<file path="src/sv/trr_pkg.sv">
// Package for the TFTP read receiver: sizes, command, event, status and
// register codes, and the result record held in the result queue.
// No dependencies.
package trr_pkg;

    // Data block size of the transfer and the TFTP header length
    localparam int BLOCK_SIZE = 512;
    localparam int HDR_LEN    = 4;
    localparam int PKT_LIMIT  = HDR_LEN + BLOCK_SIZE;
    localparam int IDX_W      = $clog2(PKT_LIMIT + 1);

    localparam logic [15:0] PORT_REQ = 16'd69;
    localparam logic [15:0] OP_DATA  = 16'd3;

    // Input request kinds
    localparam logic [1:0] CMD_START = 2'd0;
    localparam logic [1:0] CMD_BYTE  = 2'd1;
    localparam logic [1:0] CMD_TICK  = 2'd2;

    // Result events
    localparam logic [1:0] EV_WRITE  = 2'd0;
    localparam logic [1:0] EV_REQ    = 2'd1;
    localparam logic [1:0] EV_ACK    = 2'd2;
    localparam logic [1:0] EV_FINISH = 2'd3;

    // Transfer status
    localparam logic [2:0] ST_IDLE    = 3'd0;
    localparam logic [2:0] ST_RUN     = 3'd1;
    localparam logic [2:0] ST_OK      = 3'd2;
    localparam logic [2:0] ST_PKTFAIL = 3'd3;
    localparam logic [2:0] ST_TOFAIL  = 3'd4;

    // Packet classification after the block number
    localparam logic [1:0] CLS_NONE   = 2'd0;
    localparam logic [1:0] CLS_EXPECT = 2'd1;
    localparam logic [1:0] CLS_REPEAT = 2'd2;
    localparam logic [1:0] CLS_DROP   = 2'd3;

    // Configuration register indexes
    localparam logic [1:0] CFG_CAPACITY = 2'd0;
    localparam logic [1:0] CFG_SERVER   = 2'd1;
    localparam logic [1:0] CFG_TIMEOUT  = 2'd2;
    localparam logic [1:0] CFG_RETRY    = 2'd3;

    localparam logic [31:0] CAPACITY_RST = 32'd65536;
    localparam logic [31:0] TIMEOUT_RST  = 32'd3000;
    localparam logic [3:0]  RETRY_RST    = 4'd5;

    // Result queue sizing: one request makes at most RES_MAX results
    localparam int RES_MAX   = 3;
    localparam int RES_DEPTH = 4;
    localparam int PTR_W     = $clog2(RES_DEPTH);
    localparam int CNT_W     = $clog2(RES_DEPTH + 1);

    typedef struct packed {
        logic [1:0]  event_res;
        logic [31:0] write_addr;
        logic [7:0]  write_byte;
        logic [15:0] ack_block;
        logic [31:0] peer_addr;
        logic [15:0] peer_port;
        logic [2:0]  status;
        logic [31:0] length;
        logic        last;
    } res_t;

endpackage

</file>
<file path="src/sv/trr_if.sv">
// Channel interfaces of the TFTP read receiver: input request channel and
// result channel, each with valid/ready. No dependencies.
interface trr_item_if;
    logic        valid;
    logic        ready;
    logic [1:0]  cmd;
    logic [7:0]  rx_byte;
    logic        rx_last;
    logic [31:0] src_addr;
    logic [15:0] src_port;

    modport source (output valid, cmd, rx_byte, rx_last, src_addr, src_port, input ready);
    modport sink (input valid, cmd, rx_byte, rx_last, src_addr, src_port, output ready);
endinterface

interface trr_res_if;
    logic        valid;
    logic        ready;
    logic [1:0]  event_res;
    logic [31:0] write_addr;
    logic [7:0]  write_byte;
    logic [15:0] ack_block;
    logic [31:0] peer_addr;
    logic [15:0] peer_port;
    logic [2:0]  status;
    logic [31:0] length;
    logic        last;

    modport source (output valid, event_res, write_addr, write_byte, ack_block, peer_addr,
                    peer_port, status, length, last, input ready);
    modport sink (input valid, event_res, write_addr, write_byte, ack_block, peer_addr,
                  peer_port, status, length, last, output ready);
endinterface

</file>
<file path="src/sv/tftp_read_receiver_core.sv">
// Top level of the TFTP read receiver (octet mode, receive side).
// Depends on trr_pkg and the channel interfaces in trr_if.sv.
//
// Usage:
//   item   - request channel. cmd selects start, received UDP byte or time
//            tick; byte requests carry the byte, its end-of-packet mark and
//            the packet's source address and port.
//   result - result channel: write, read request, ACK and finished events,
//            with status and accepted length after the request; last marks
//            the final result of a request.
//   cfg_*  - register writes (capacity, server_ip, timeout_ticks,
//            retry_limit), done while the block is idle.
// Each request is decoded in the cycle it is accepted; its results (zero to
// three) enter a four-entry result queue and show on the result channel
// from the next cycle, one per cycle. Requests are taken every cycle while
// the queue has room for three results, so with the result receiver ready a
// stream of bytes that each make at most one result runs at one per cycle;
// the queue drain rate of one result per cycle sets the pace otherwise.
// Reset clears the transfer to idle and the registers to their defaults.
// When the result receiver stalls, the queue holds its results and item
// ready drops once fewer than three entries are free.
module tftp_read_receiver_core
    import trr_pkg::*;
(
    input  logic        clk,
    input  logic        rst_n,
    input  logic        cfg_we,
    input  logic [1:0]  cfg_index,
    input  logic [31:0] cfg_data,
    trr_item_if.sink    item,
    trr_res_if.source   result
);

    localparam logic [1:0] PH_IDLE = 2'd0;
    localparam logic [1:0] PH_RUN  = 2'd1;
    localparam logic [1:0] PH_DONE = 2'd2;

    // Configuration registers
    logic [31:0] capacity_reg;
    logic [31:0] server_ip_reg;
    logic [31:0] timeout_reg;
    logic [3:0]  retry_limit_reg;

    // Transfer state
    logic [1:0]       phase_reg, phase_next;
    logic [15:0]      expected_reg, expected_next;
    logic [31:0]      bytes_got_reg, bytes_got_next;
    logic [IDX_W-1:0] byte_index_reg, byte_index_next;
    logic [23:0]      header_reg, header_next;
    logic [1:0]       class_reg, class_next;
    logic [3:0]       retry_reg, retry_next;
    logic [31:0]      tick_reg, tick_next;
    logic [31:0]      peer_ip_reg, peer_ip_next;
    logic [15:0]      peer_port_reg, peer_port_next;
    logic [2:0]       status_reg, status_next;

    // Result queue
    res_t             queue_reg [RES_DEPTH];
    logic [PTR_W-1:0] wr_ptr_reg, rd_ptr_reg;
    logic [CNT_W-1:0] count_reg;

    res_t               slot     [RES_MAX];
    res_t               slot_fin [RES_MAX];
    logic [RES_MAX-1:0] slot_vld;
    logic [PTR_W-1:0]   slot_pos [RES_MAX];
    logic [CNT_W-1:0]   push_cnt;

    logic item_fire;
    logic res_fire;

    // Byte decode helpers
    logic [IDX_W-1:0] idx;
    logic [IDX_W-1:0] cnt;
    logic [IDX_W-1:0] dlen;
    logic             idx_in_pkt;
    logic [15:0]      op_hdr;
    logic [15:0]      blk;
    logic [16:0]      blk_inc;
    logic [1:0]       cls_at3;
    logic [1:0]       cls_eff;
    logic [32:0]      wr_addr_wide;
    logic [32:0]      got_sum;
    logic [31:0]      tick_inc;

    assign item_fire  = item.valid && item.ready;
    assign res_fire   = result.valid && result.ready;
    assign item.ready = (count_reg <= CNT_W'(RES_DEPTH - RES_MAX));

    // Register writes
    always_ff @(posedge clk or negedge rst_n)
    begin
        if (!rst_n)
        begin
            capacity_reg    <= CAPACITY_RST;
            server_ip_reg   <= '0;
            timeout_reg     <= TIMEOUT_RST;
            retry_limit_reg <= RETRY_RST;
        end
        else if (cfg_we)
        begin
            unique case (cfg_index)
                CFG_CAPACITY: capacity_reg    <= cfg_data;
                CFG_SERVER:   server_ip_reg   <= cfg_data;
                CFG_TIMEOUT:  timeout_reg     <= cfg_data;
                CFG_RETRY:    retry_limit_reg <= cfg_data[3:0];
            endcase
        end
    end

    // Decode the current byte against the packet state
    assign idx        = byte_index_reg;
    assign idx_in_pkt = (idx < IDX_W'(PKT_LIMIT));
    assign cnt        = idx_in_pkt ? idx + IDX_W'(1) : idx;
    assign dlen       = cnt - IDX_W'(HDR_LEN);
    assign op_hdr     = header_reg[23:8];
    assign blk        = {header_reg[7:0], item.rx_byte};
    assign blk_inc    = {1'b0, blk} + 17'd1;
    assign cls_at3    = (op_hdr != OP_DATA)                                    ? CLS_DROP   :
                        (blk == expected_reg)                                  ? CLS_EXPECT :
                        ((blk_inc == {1'b0, expected_reg}) && (expected_reg > 16'd1))
                                                                               ? CLS_REPEAT :
                                                                                 CLS_DROP;
    assign cls_eff      = (idx == IDX_W'(3)) ? cls_at3 : class_reg;
    assign wr_addr_wide = {1'b0, bytes_got_reg} + 33'(idx - IDX_W'(HDR_LEN));
    assign got_sum      = {1'b0, bytes_got_reg} + 33'(dlen);
    assign tick_inc     = tick_reg + 32'd1;

    // Next state and the results of the accepted request
    always_comb
    begin
        phase_next      = phase_reg;
        expected_next   = expected_reg;
        bytes_got_next  = bytes_got_reg;
        byte_index_next = byte_index_reg;
        header_next     = header_reg;
        class_next      = class_reg;
        retry_next      = retry_reg;
        tick_next       = tick_reg;
        peer_ip_next    = peer_ip_reg;
        peer_port_next  = peer_port_reg;
        status_next     = status_reg;
        slot_vld        = '0;
        for (int k = 0; k < RES_MAX; k++)
        begin
            slot[k] = '0;
        end

        if (item_fire)
        begin
            unique case (item.cmd)
                CMD_START:
                begin
                    phase_next        = PH_RUN;
                    status_next       = ST_RUN;
                    bytes_got_next    = '0;
                    expected_next     = 16'd1;
                    retry_next        = '0;
                    tick_next         = '0;
                    byte_index_next   = '0;
                    header_next       = '0;
                    class_next        = CLS_NONE;
                    peer_ip_next      = server_ip_reg;
                    peer_port_next    = PORT_REQ;
                    slot_vld[1]       = 1'b1;
                    slot[1].event_res = EV_REQ;
                    slot[1].peer_addr = server_ip_reg;
                    slot[1].peer_port = PORT_REQ;
                end
                CMD_BYTE:
                begin
                    if (phase_reg == PH_RUN)
                    begin
                        peer_ip_next   = item.src_addr;
                        peer_port_next = item.src_port;
                        // Collect header, classify at the block number, write payload
                        if (idx < IDX_W'(3))
                        begin
                            header_next = {header_reg[15:0], item.rx_byte};
                        end
                        else if (idx == IDX_W'(3))
                        begin
                            class_next = cls_at3;
                        end
                        else if (idx_in_pkt && (class_reg == CLS_EXPECT)
                                 && (wr_addr_wide < {1'b0, capacity_reg}))
                        begin
                            slot_vld[0]        = 1'b1;
                            slot[0].event_res  = EV_WRITE;
                            slot[0].write_addr = wr_addr_wide[31:0];
                            slot[0].write_byte = item.rx_byte;
                        end
                        byte_index_next = cnt;

                        // Close the packet on its final byte
                        if (item.rx_last)
                        begin
                            byte_index_next = '0;
                            header_next     = '0;
                            class_next      = CLS_NONE;
                            if ((cnt < IDX_W'(HDR_LEN)) || (op_hdr != OP_DATA)
                                || ((cls_eff == CLS_EXPECT)
                                    && (got_sum > {1'b0, capacity_reg})))
                            begin
                                phase_next        = PH_DONE;
                                status_next       = ST_PKTFAIL;
                                slot_vld[1]       = 1'b1;
                                slot[1].event_res = EV_FINISH;
                            end
                            else if (cls_eff == CLS_REPEAT)
                            begin
                                tick_next         = '0;
                                slot_vld[1]       = 1'b1;
                                slot[1].event_res = EV_ACK;
                                slot[1].ack_block = expected_reg - 16'd1;
                                slot[1].peer_addr = item.src_addr;
                                slot[1].peer_port = item.src_port;
                            end
                            else if (cls_eff != CLS_EXPECT)
                            begin
                                tick_next = '0;
                            end
                            else
                            begin
                                bytes_got_next    = got_sum[31:0];
                                expected_next     = expected_reg + 16'd1;
                                retry_next        = '0;
                                tick_next         = '0;
                                slot_vld[1]       = 1'b1;
                                slot[1].event_res = EV_ACK;
                                slot[1].ack_block = expected_reg;
                                slot[1].peer_addr = item.src_addr;
                                slot[1].peer_port = item.src_port;
                                if (dlen < IDX_W'(BLOCK_SIZE))
                                begin
                                    phase_next        = PH_DONE;
                                    status_next       = ST_OK;
                                    slot_vld[2]       = 1'b1;
                                    slot[2].event_res = EV_FINISH;
                                end
                            end
                        end
                    end
                end
                CMD_TICK:
                begin
                    if (phase_reg == PH_RUN)
                    begin
                        tick_next = tick_inc;
                        if (tick_inc >= timeout_reg)
                        begin
                            tick_next   = '0;
                            slot_vld[1] = 1'b1;
                            if (retry_reg >= retry_limit_reg)
                            begin
                                phase_next        = PH_DONE;
                                status_next       = ST_TOFAIL;
                                byte_index_next   = '0;
                                header_next       = '0;
                                class_next        = CLS_NONE;
                                slot[1].event_res = EV_FINISH;
                            end
                            else
                            begin
                                retry_next        = retry_reg + 4'd1;
                                slot[1].peer_addr = peer_ip_reg;
                                if (expected_reg == 16'd1)
                                begin
                                    slot[1].event_res = EV_REQ;
                                    slot[1].peer_port = PORT_REQ;
                                end
                                else
                                begin
                                    slot[1].event_res = EV_ACK;
                                    slot[1].ack_block = expected_reg - 16'd1;
                                    slot[1].peer_port = peer_port_reg;
                                end
                            end
                        end
                    end
                end
                default:
                begin
                end
            endcase
        end
    end

    // Stamp status, length and last mark; pack valid slots in order
    always_comb
    begin
        push_cnt = '0;
        for (int k = 0; k < RES_MAX; k++)
        begin
            slot_pos[k]        = wr_ptr_reg + PTR_W'(push_cnt);
            push_cnt           = push_cnt + CNT_W'(slot_vld[k]);
            slot_fin[k]        = slot[k];
            slot_fin[k].status = status_next;
            slot_fin[k].length = bytes_got_next;
            slot_fin[k].last   = slot_vld[k];
            for (int j = k + 1; j < RES_MAX; j++)
            begin
                if (slot_vld[j])
                begin
                    slot_fin[k].last = 1'b0;
                end
            end
        end
    end

    // Transfer state registers
    always_ff @(posedge clk or negedge rst_n)
    begin
        if (!rst_n)
        begin
            phase_reg      <= PH_IDLE;
            expected_reg   <= 16'd1;
            bytes_got_reg  <= '0;
            byte_index_reg <= '0;
            header_reg     <= '0;
            class_reg      <= CLS_NONE;
            retry_reg      <= '0;
            tick_reg       <= '0;
            peer_ip_reg    <= '0;
            peer_port_reg  <= PORT_REQ;
            status_reg     <= ST_IDLE;
        end
        else
        begin
            phase_reg      <= phase_next;
            expected_reg   <= expected_next;
            bytes_got_reg  <= bytes_got_next;
            byte_index_reg <= byte_index_next;
            header_reg     <= header_next;
            class_reg      <= class_next;
            retry_reg      <= retry_next;
            tick_reg       <= tick_next;
            peer_ip_reg    <= peer_ip_next;
            peer_port_reg  <= peer_port_next;
            status_reg     <= status_next;
        end
    end

    // Result queue pointers and fill count
    always_ff @(posedge clk or negedge rst_n)
    begin
        if (!rst_n)
        begin
            wr_ptr_reg <= '0;
            rd_ptr_reg <= '0;
            count_reg  <= '0;
        end
        else
        begin
            wr_ptr_reg <= wr_ptr_reg + PTR_W'(push_cnt);
            rd_ptr_reg <= rd_ptr_reg + PTR_W'(res_fire);
            count_reg  <= count_reg + push_cnt - CNT_W'(res_fire);
        end
    end

    // Result queue entries
    always_ff @(posedge clk)
    begin
        for (int k = 0; k < RES_MAX; k++)
        begin
            if (slot_vld[k])
            begin
                queue_reg[slot_pos[k]] <= slot_fin[k];
            end
        end
    end

    // Drive the result channel from the queue head
    assign result.valid      = (count_reg != '0);
    assign result.event_res  = queue_reg[rd_ptr_reg].event_res;
    assign result.write_addr = queue_reg[rd_ptr_reg].write_addr;
    assign result.write_byte = queue_reg[rd_ptr_reg].write_byte;
    assign result.ack_block  = queue_reg[rd_ptr_reg].ack_block;
    assign result.peer_addr  = queue_reg[rd_ptr_reg].peer_addr;
    assign result.peer_port  = queue_reg[rd_ptr_reg].peer_port;
    assign result.status     = queue_reg[rd_ptr_reg].status;
    assign result.length     = queue_reg[rd_ptr_reg].length;
    assign result.last       = queue_reg[rd_ptr_reg].last;

endmodule

</file>
<file path="src/flat_wrapper.sv">
// flat-port wrapper written by rule: the top's interface ports become plain ports
module tftp_read_receiver_core_flat import trr_pkg::*;
  (clk, rst_n, cfg_we, cfg_index, cfg_data, item_valid, item_cmd, item_rx_byte, item_rx_last, item_src_addr, item_src_port, item_ready, result_valid, result_event_res, result_write_addr, result_write_byte, result_ack_block, result_peer_addr, result_peer_port, result_status, result_length, result_last, result_ready);
  trr_item_if item_i ();
  trr_res_if result_i ();
  input  logic clk;
  input  logic rst_n;
  input  logic cfg_we;
  input  logic [1:0] cfg_index;
  input  logic [31:0] cfg_data;
  input wire logic [$bits(item_i.valid)-1:0] item_valid;
  input wire logic [$bits(item_i.cmd)-1:0] item_cmd;
  input wire logic [$bits(item_i.rx_byte)-1:0] item_rx_byte;
  input wire logic [$bits(item_i.rx_last)-1:0] item_rx_last;
  input wire logic [$bits(item_i.src_addr)-1:0] item_src_addr;
  input wire logic [$bits(item_i.src_port)-1:0] item_src_port;
  output wire logic [$bits(item_i.ready)-1:0] item_ready;
  output wire logic [$bits(result_i.valid)-1:0] result_valid;
  output wire logic [$bits(result_i.event_res)-1:0] result_event_res;
  output wire logic [$bits(result_i.write_addr)-1:0] result_write_addr;
  output wire logic [$bits(result_i.write_byte)-1:0] result_write_byte;
  output wire logic [$bits(result_i.ack_block)-1:0] result_ack_block;
  output wire logic [$bits(result_i.peer_addr)-1:0] result_peer_addr;
  output wire logic [$bits(result_i.peer_port)-1:0] result_peer_port;
  output wire logic [$bits(result_i.status)-1:0] result_status;
  output wire logic [$bits(result_i.length)-1:0] result_length;
  output wire logic [$bits(result_i.last)-1:0] result_last;
  input wire logic [$bits(result_i.ready)-1:0] result_ready;
  assign item_i.valid = item_valid;
  assign item_i.cmd = item_cmd;
  assign item_i.rx_byte = item_rx_byte;
  assign item_i.rx_last = item_rx_last;
  assign item_i.src_addr = item_src_addr;
  assign item_i.src_port = item_src_port;
  assign item_ready = item_i.ready;
  assign result_valid = result_i.valid;
  assign result_event_res = result_i.event_res;
  assign result_write_addr = result_i.write_addr;
  assign result_write_byte = result_i.write_byte;
  assign result_ack_block = result_i.ack_block;
  assign result_peer_addr = result_i.peer_addr;
  assign result_peer_port = result_i.peer_port;
  assign result_status = result_i.status;
  assign result_length = result_i.length;
  assign result_last = result_i.last;
  assign result_i.ready = result_ready;
  tftp_read_receiver_core u_core (.clk(clk), .rst_n(rst_n), .cfg_we(cfg_we), .cfg_index(cfg_index), .cfg_data(cfg_data), .item(item_i), .result(result_i));
endmodule
</file>
<file path="config.mk">
export PLATFORM = sky130hd
export DESIGN_NAME = tftp_read_receiver_core_flat
export DESIGN_NICKNAME = d
export VERILOG_FILES = /design/src/sv/trr_pkg.sv /design/src/sv/trr_if.sv /design/src/sv/tftp_read_receiver_core.sv /design/src/flat_wrapper.sv
export SDC_FILE = /design/constraint.sdc
export NUM_CORES = 2
export LEC_CHECK = 0
export BUFFER_PORTS_ARGS = -buffer_cell sky130_fd_sc_hd__buf_2
export CAP_MARGIN = 20
export CORE_MARGIN = 3
export CORE_UTILIZATION = 45
export CTS_CLUSTER_DIAMETER = 40
export DETAILED_ROUTE_END_ITERATION = 8
export SLEW_MARGIN = 20
export SYNTH_ARGS = -nofsm -noshare
export SYNTH_HDL_FRONTEND = slang
export SYNTH_SLANG_ARGS = --single-unit
</file>
<file path="constraint.sdc">
create_clock -name clk -period 13.75 [get_ports clk]
set_input_delay 2.0625 -clock clk [delete_from_list [all_inputs] [get_ports clk]]
set_output_delay 2.0625 -clock clk [all_outputs]
set_load 0.1 [all_outputs]
</file>
Word-level counts from Yosys, hierarchy flattened
Memories as Yosys holds them, arrays and structs flattened.
Cells that the tools add are included.

storage, ports and cells
  bits in registers = 280
  RAM bits = 568
  logic and storage cells = 243
  memories = 1

memories
  memory            depth  bits a word  rd ports  clocked after memory_dff  write ports  RTL line                       RTL
  u_core.queue_reg  4      142          1         0                         3            tftp_read_receiver_core.sv:58  res_t queue_reg [RES_DEPTH];

cells by class
  add/sub/neg operators = 18
  order comparisons = 10
  eq/ne operators = 29
  muxes and demuxes = 142
  reductions and logical operators = 25

operators by type and width
  operator                                                          count
  64-bit two-way mux                                                9
  32-bit two-way mux                                                12
  42-bit two-way mux                                                5
  24-bit two-way mux                                                6
  48-bit case mux with 3 select lines                               1
  16-bit two-way mux                                                8
  32-bit case mux with 2 select lines                               2
  16-bit case mux with 2 select lines                               3
  32-bit case mux with 3 select lines                               1
  2-bit two-way mux                                                 38
  24-bit case mux with 3 select lines                               1
  10-bit two-way mux                                                6
  40-bit two-way mux                                                1
  3-bit two-way mux                                                 12
  32-bit by 10-bit adder with 33-bit output                         1
  32-bit by 33-bit adder with 33-bit output                         1
  33-bit by 32-bit greater-than comparator with 1-bit output        1
  33-bit by 32-bit less-than comparator with 1-bit output           1
  32-bit by 1-bit adder with 32-bit output (second input constant)  1
  32-bit greater-or-equal comparator                                1
  4-bit two-way mux                                                 8
  10-bit case mux with 3 select lines                               1
  1-bit two-way mux                                                 22
  7-bit AND reduction                                               3
  other kinds (44)                                                  79

Logic depth before layout (Yosys ltp)
  depth in word-level cells = 19
  gate-level depth with buffers = 45
  mapped depth without buffers = 42

Least setup slack after synthesis
Ideal clock, no wire load.

  path type = reg-to-reg
  start = register u_core.byte_index_reg[2]
  end = memory u_core.queue_reg[2][0] (netlist bit), enable pin
  library setup time = 393 ps
  arrival = 9037 ps
  data required time = 13357 ps
  path slack = 4320 ps
  cell stages (with the launch flop) = 43
  buffers on the path = 3
  clock period less this slack = 9430 ps
  cells stage by stage = dfrtp_1 -> buf_2 -> inv_1 -> ha_1 -> nor2b_1 -> nand3_1 -> a221oi_2 -> ha_1 -> inv_1 -> a2111oi_0 -> o21ai_0 -> o21ai_0 -> o21ai_0 -> xnor2_1 -> ha_1 -> nand2_1 -> o21ai_0 -> inv_1 -> [... 7 more ...] -> nor4_2 -> nand3_1 -> and3_1 -> o21ai_0 -> o2111ai_2 -> a211o_1 -> nand2_1 -> ha_1 -> inv_1 -> ha_1 -> xor2_1 -> xnor2_1 -> nor2_1 -> nand4_1 -> o21ai_1 -> nor2_2 -> buf_2 -> inv_1

RTL lines
  what                    RTL line                        RTL
  start, declared         tftp_read_receiver_core.sv:48   logic [IDX_W-1:0] byte_index_reg, byte_index_next;
  start signal, assigned  tftp_read_receiver_core.sv:332  byte_index_reg <= byte_index_next;
  end, declared           tftp_read_receiver_core.sv:58

==> impl_metrics.csv <==
group,metric,value,unit
cells_and_area,drive_above_1_share,18.22,%
sta,setup_tns,0,ns
global_routing,grt_usage,26.32,%
hold_path,hold_path.class,"register to register",
cts,cts_resized,0,
sta,finalCritPeriodShare,86.94,%
cells_and_area,largest_register_ffs,568,
worst_setup_path,regToRegSetupSlack,1.80,ns
cells_and_area,nFillCells,8510,
global_routing,grt_pass1_vias,32630,
sta,hold_viol,0,
power_and_ir_drop,finalPower,0.008867,W
cts,clock-root-buffer,"clkbuf_16",
logic_synthesis,yosysWarnings,0,
cts,clock_sinks,848,
global_routing,grt_max_degree,84,
floorplan,die_h,313.2,microns
global_routing,grt_pass1_wl,199800,microns
logic_synthesis,syn-num-nets,4459,
logic_synthesis,synth_cell_type_count,92,
detailed_routing,wire_per_inst,22.89,microns
detailed_routing,drtIter0Drc,2891,
sta,fmax,0.08365,GHz
run_status,status,"finished, final reports clean",
cells_and_area,finalInstanceArea,49320,sq um
detailed_routing,vias,33420,
cts,cts_tree,"built",
global_routing,antenna_found_initial,21,
worst_setup_path,crit_buf_inv,6,
placement,portBuffers,241,
placement,placed_area,44680,sq um
cts,clock_path_buffers,3,
global_routing,grt_overflow,0,
floorplan,start_util,45.44,%
floorplan,die_area,98120,sq um
placement,place_inst,5453,
power_and_ir_drop,peakVddDrop,0.0001370,V
worst_setup_path,critical-path-top-delay-family,"simple AND/OR/NAND/NOR gates",
detailed_routing,wirelength,130600,microns
logic_synthesis,synth-main-ff-cell,"dfxtp_1",
worst_setup_path,end_kind,"register",
worst_setup_path,cp_slowest_cell,"inv_2",
worst_setup_path,critPathRequiredTime,14.07,ns
cells_and_area,area_growth,16.10,%
power_and_ir_drop,p_per_area,179.8,nW/um^2
sta,drv_slew,0,
logic_synthesis,ys_seq_area_share,46.89,%
logic_synthesis,synth_area_per_cell,10.15,sq um
cells_and_area,instances_no_fill,5705,
logic_synthesis,synth_seq_cells,848,
sta,rsz0062_at_grt,"no",
floorplan,ios,242,
worst_setup_path,worst_path_most_repeated_cell,"ha_1",
sta,min_period,11.95,ns
cts,post-cts-setup-buffers,0,
detailed_routing,ant_nets,0,
floorplan,row_count,112,
sta,relSlewSlack,23.26,%
detailed_routing,firstDrtPassIters,6,
worst_setup_path,worstPathMaxFanout,41,
worst_setup_path,max_stage_delay,0.84,ns
worst_setup_path,arrival,12.28,ns
power_and_ir_drop,power_leakage,19.51,nW
logic_synthesis,synth_edf_count,152,
detailed_routing,drc_errors,0,
sta,worst_pin_slew,1.151,ns
cts,numCtsBuffers,131,
logic_synthesis,syn_inst,4185,
sta,skew,0.03399,ns
placement,hpwl,89190,microns
detailed_routing,viasPerCell,5.857,
floorplan,core,93470,sq um
sta,setup_viol,0,
worst_setup_path,critPathLaunchType,"register",
cts,clk_latency,0.72,ns
logic_synthesis,syn_area,42480,sq um
worst_setup_path,path_class,"register to register",
cts,cts_hold_buf,0,
floorplan,die_x,313.2,microns
placement,globalplace.congestion,0.9154,
cts,clk_pin_slew,0.05,ns
cts,h-tree-depth,4,
flow_run,maxCapViolCount,0,
logic_synthesis,synthArstFlopShare,33.02,%
cells_and_area,num-nets-final,4607,
[area by class of cell]
type | count | area [sq um] | share of cell area, %
timing repair buffer | 295 | 1634 | 3.313
sequential | 848 | 19920 | 40.40
multi-input combinational | 2891 | 20950 | 42.49
antenna | 11 | 27.53 | 0.05582
clock inverter | 70 | 827.0 | 1.677
tap | 1254 | 1569 | 3.182
inverter | 166 | 625.6 | 1.269
clock buffer | 170 | 3755 | 7.614
[routing by layer]
layer,GRT usage [%],vias up,routed length [microns]
met4,8.775,20,3798
met1,35.46,16430,56490
met2,41.50,1142,60290
li1,-,15600,-
met3,6.678,232,9905
met5,0,-,132
[layout by cell type (no fill, tap or decap), types with 16 or more instances in the layout]
| master | count |
|---|---|
| nand2_1 | 563 |
| dfxtp_1 | 416 |
| a21oi_1 | 316 |
| nor2_1 | 267 |
| dfrtp_1 | 264 |
| buf_2 | 240 |
| o21ai_0 | 210 |
| ha_1 | 171 |
| o2bb2ai_1 | 170 |
| inv_1 | 159 |
| edfxtp_1 | 152 |
| mux4_2 | 142 |
| clkbuf_16 | 139 |
| nand3_1 | 120 |
| a22o_1 | 105 |
| xnor2_1 | 99 |
| mux2_2 | 71 |
| xor2_1 | 55 |
| buf_4 | 53 |
| nand4_1 | 42 |
| nor3_1 | 41 |
| a21o_1 | 40 |
| mux2i_1 | 38 |
| nand2b_1 | 32 |
| and3_1 | 31 |
| a32o_1 | 28 |
| nor4_1 | 22 |
| a211oi_1 | 21 |
| o21a_1 | 20 |
| and2_1 | 19 |
| or3_1 | 19 |
| a32oi_1 | 18 |
| a31oi_1 | 16 |
| o31ai_1 | 16 |
| inv_6 | 16 |
| clkbuf_8 | 16 |
[Yosys cell counts (14+ instances only)]
cell       number  area share [%]
a22o_1        105             2.2
a21oi_1       317             3.7
nor4_1         23            0.34
nand2b_1       33            0.49
o21ai_0       212             2.5
a32oi_1        18            0.37
inv_1         161             1.4
o31ai_1        16            0.28
xnor2_1        99             2.0
nor2_1        269             2.4
clkbuf_1      199             1.8
ha_1          172             5.1
dfrtp_1       266              16
o21a_1         20            0.35
xor2_1         55             1.1
dfxtp_1       416              20
or3_1          20            0.29
a32o_1         28            0.66
a211oi_1       21            0.37
mux2_2         71             1.9
nand4_1        42            0.62
nor3_1         44            0.52
a31oi_1        16            0.24
and3_1         33            0.49
nand2_1       563             5.0
edfxtp_1      152              11
mux4_2        142             7.5
nand3_1       122             1.4
and2_1         19            0.28
buf_2          41            0.48
a21o_1         40            0.71
o2bb2ai_1     170             3.5
mux2i_1        38            0.90
buf_1          36            0.32
dfstp_2        14            0.87
nor2b_1        15            0.22
[power by group]
group	internal (W)	total, W	switching, W
Combinational	0.000826	0.00251	0.00168
Sequential	0.00275	0.00295	0.000207
Clock	0.00216	0.00340	0.00124
[per-stage QoR]
| stage | hold slack (ns) | util [%] | setup WS (ns) |
|---|---|---|---|
| final | 0.4486 | 52.76 | 1.795 |
| after global routing | 0.4613 | 52.74 | 0.9033 |
| after CTS | 0.4491 | 52.70 | 2.024 |
| after detailed placement | 0.4413 | 47.80 | 2.081 |
| after global placement | 0.4352 | 47.79 | 2.277 |
| after floorplan | 0.4271 | - | 4.320 |
[cell families after synthesis]
group | Yosys count | share of synthesized area, %
fa+ha+maj | 176 | 5.255
flops | 848 | 46.89
simple gates | 1237 | 13.13
mux | 251 | 10.31
compound gates | 1073 | 17.13
xor+xnor | 154 | 3.175
buf+inv | 446 | 4.115
[worst paths after layout]
kind	startpoint	to	cells past startpoint
setup reg to reg	u_core.byte_index_reg[3]$_DFFE_PN0P_	u_core.queue_reg[3][20]$_DFFE_PP_	40
setup / recovery	u_core.byte_index_reg[3]$_DFFE_PN0P_	u_core.queue_reg[3][20]$_DFFE_PP_	40
min in group asynchronous	rst_n	u_core.bytes_got_reg[0]$_DFF_PN0_	1
hold / removal	u_core.queue_reg[3][139]$_SDFFE_PP0P_	u_core.queue_reg[3][139]$_SDFFE_PP0P_	2
hold reg to reg	u_core.queue_reg[3][139]$_SDFFE_PP0P_	u_core.queue_reg[3][139]$_SDFFE_PP0P_	2
max in group asynchronous	rst_n	u_core.rd_ptr_reg[1]$_DFF_PN0_	2
[worst reg2reg max path, delay by kind of cell, from the launching register on]
family | cells | cell delay, ns
adders and majority gates | 6 | 1.71
and+or+nand+nor | 14 | 3.91
AOI/OAI and AO/OA | 10 | 3.01
xor gates and xnor gates | 4 | 0.69
DFF | 1 | 0.47
buffers and inverters | 6 | 1.76
No activity file was read; power rests on OpenSTA's default activity.
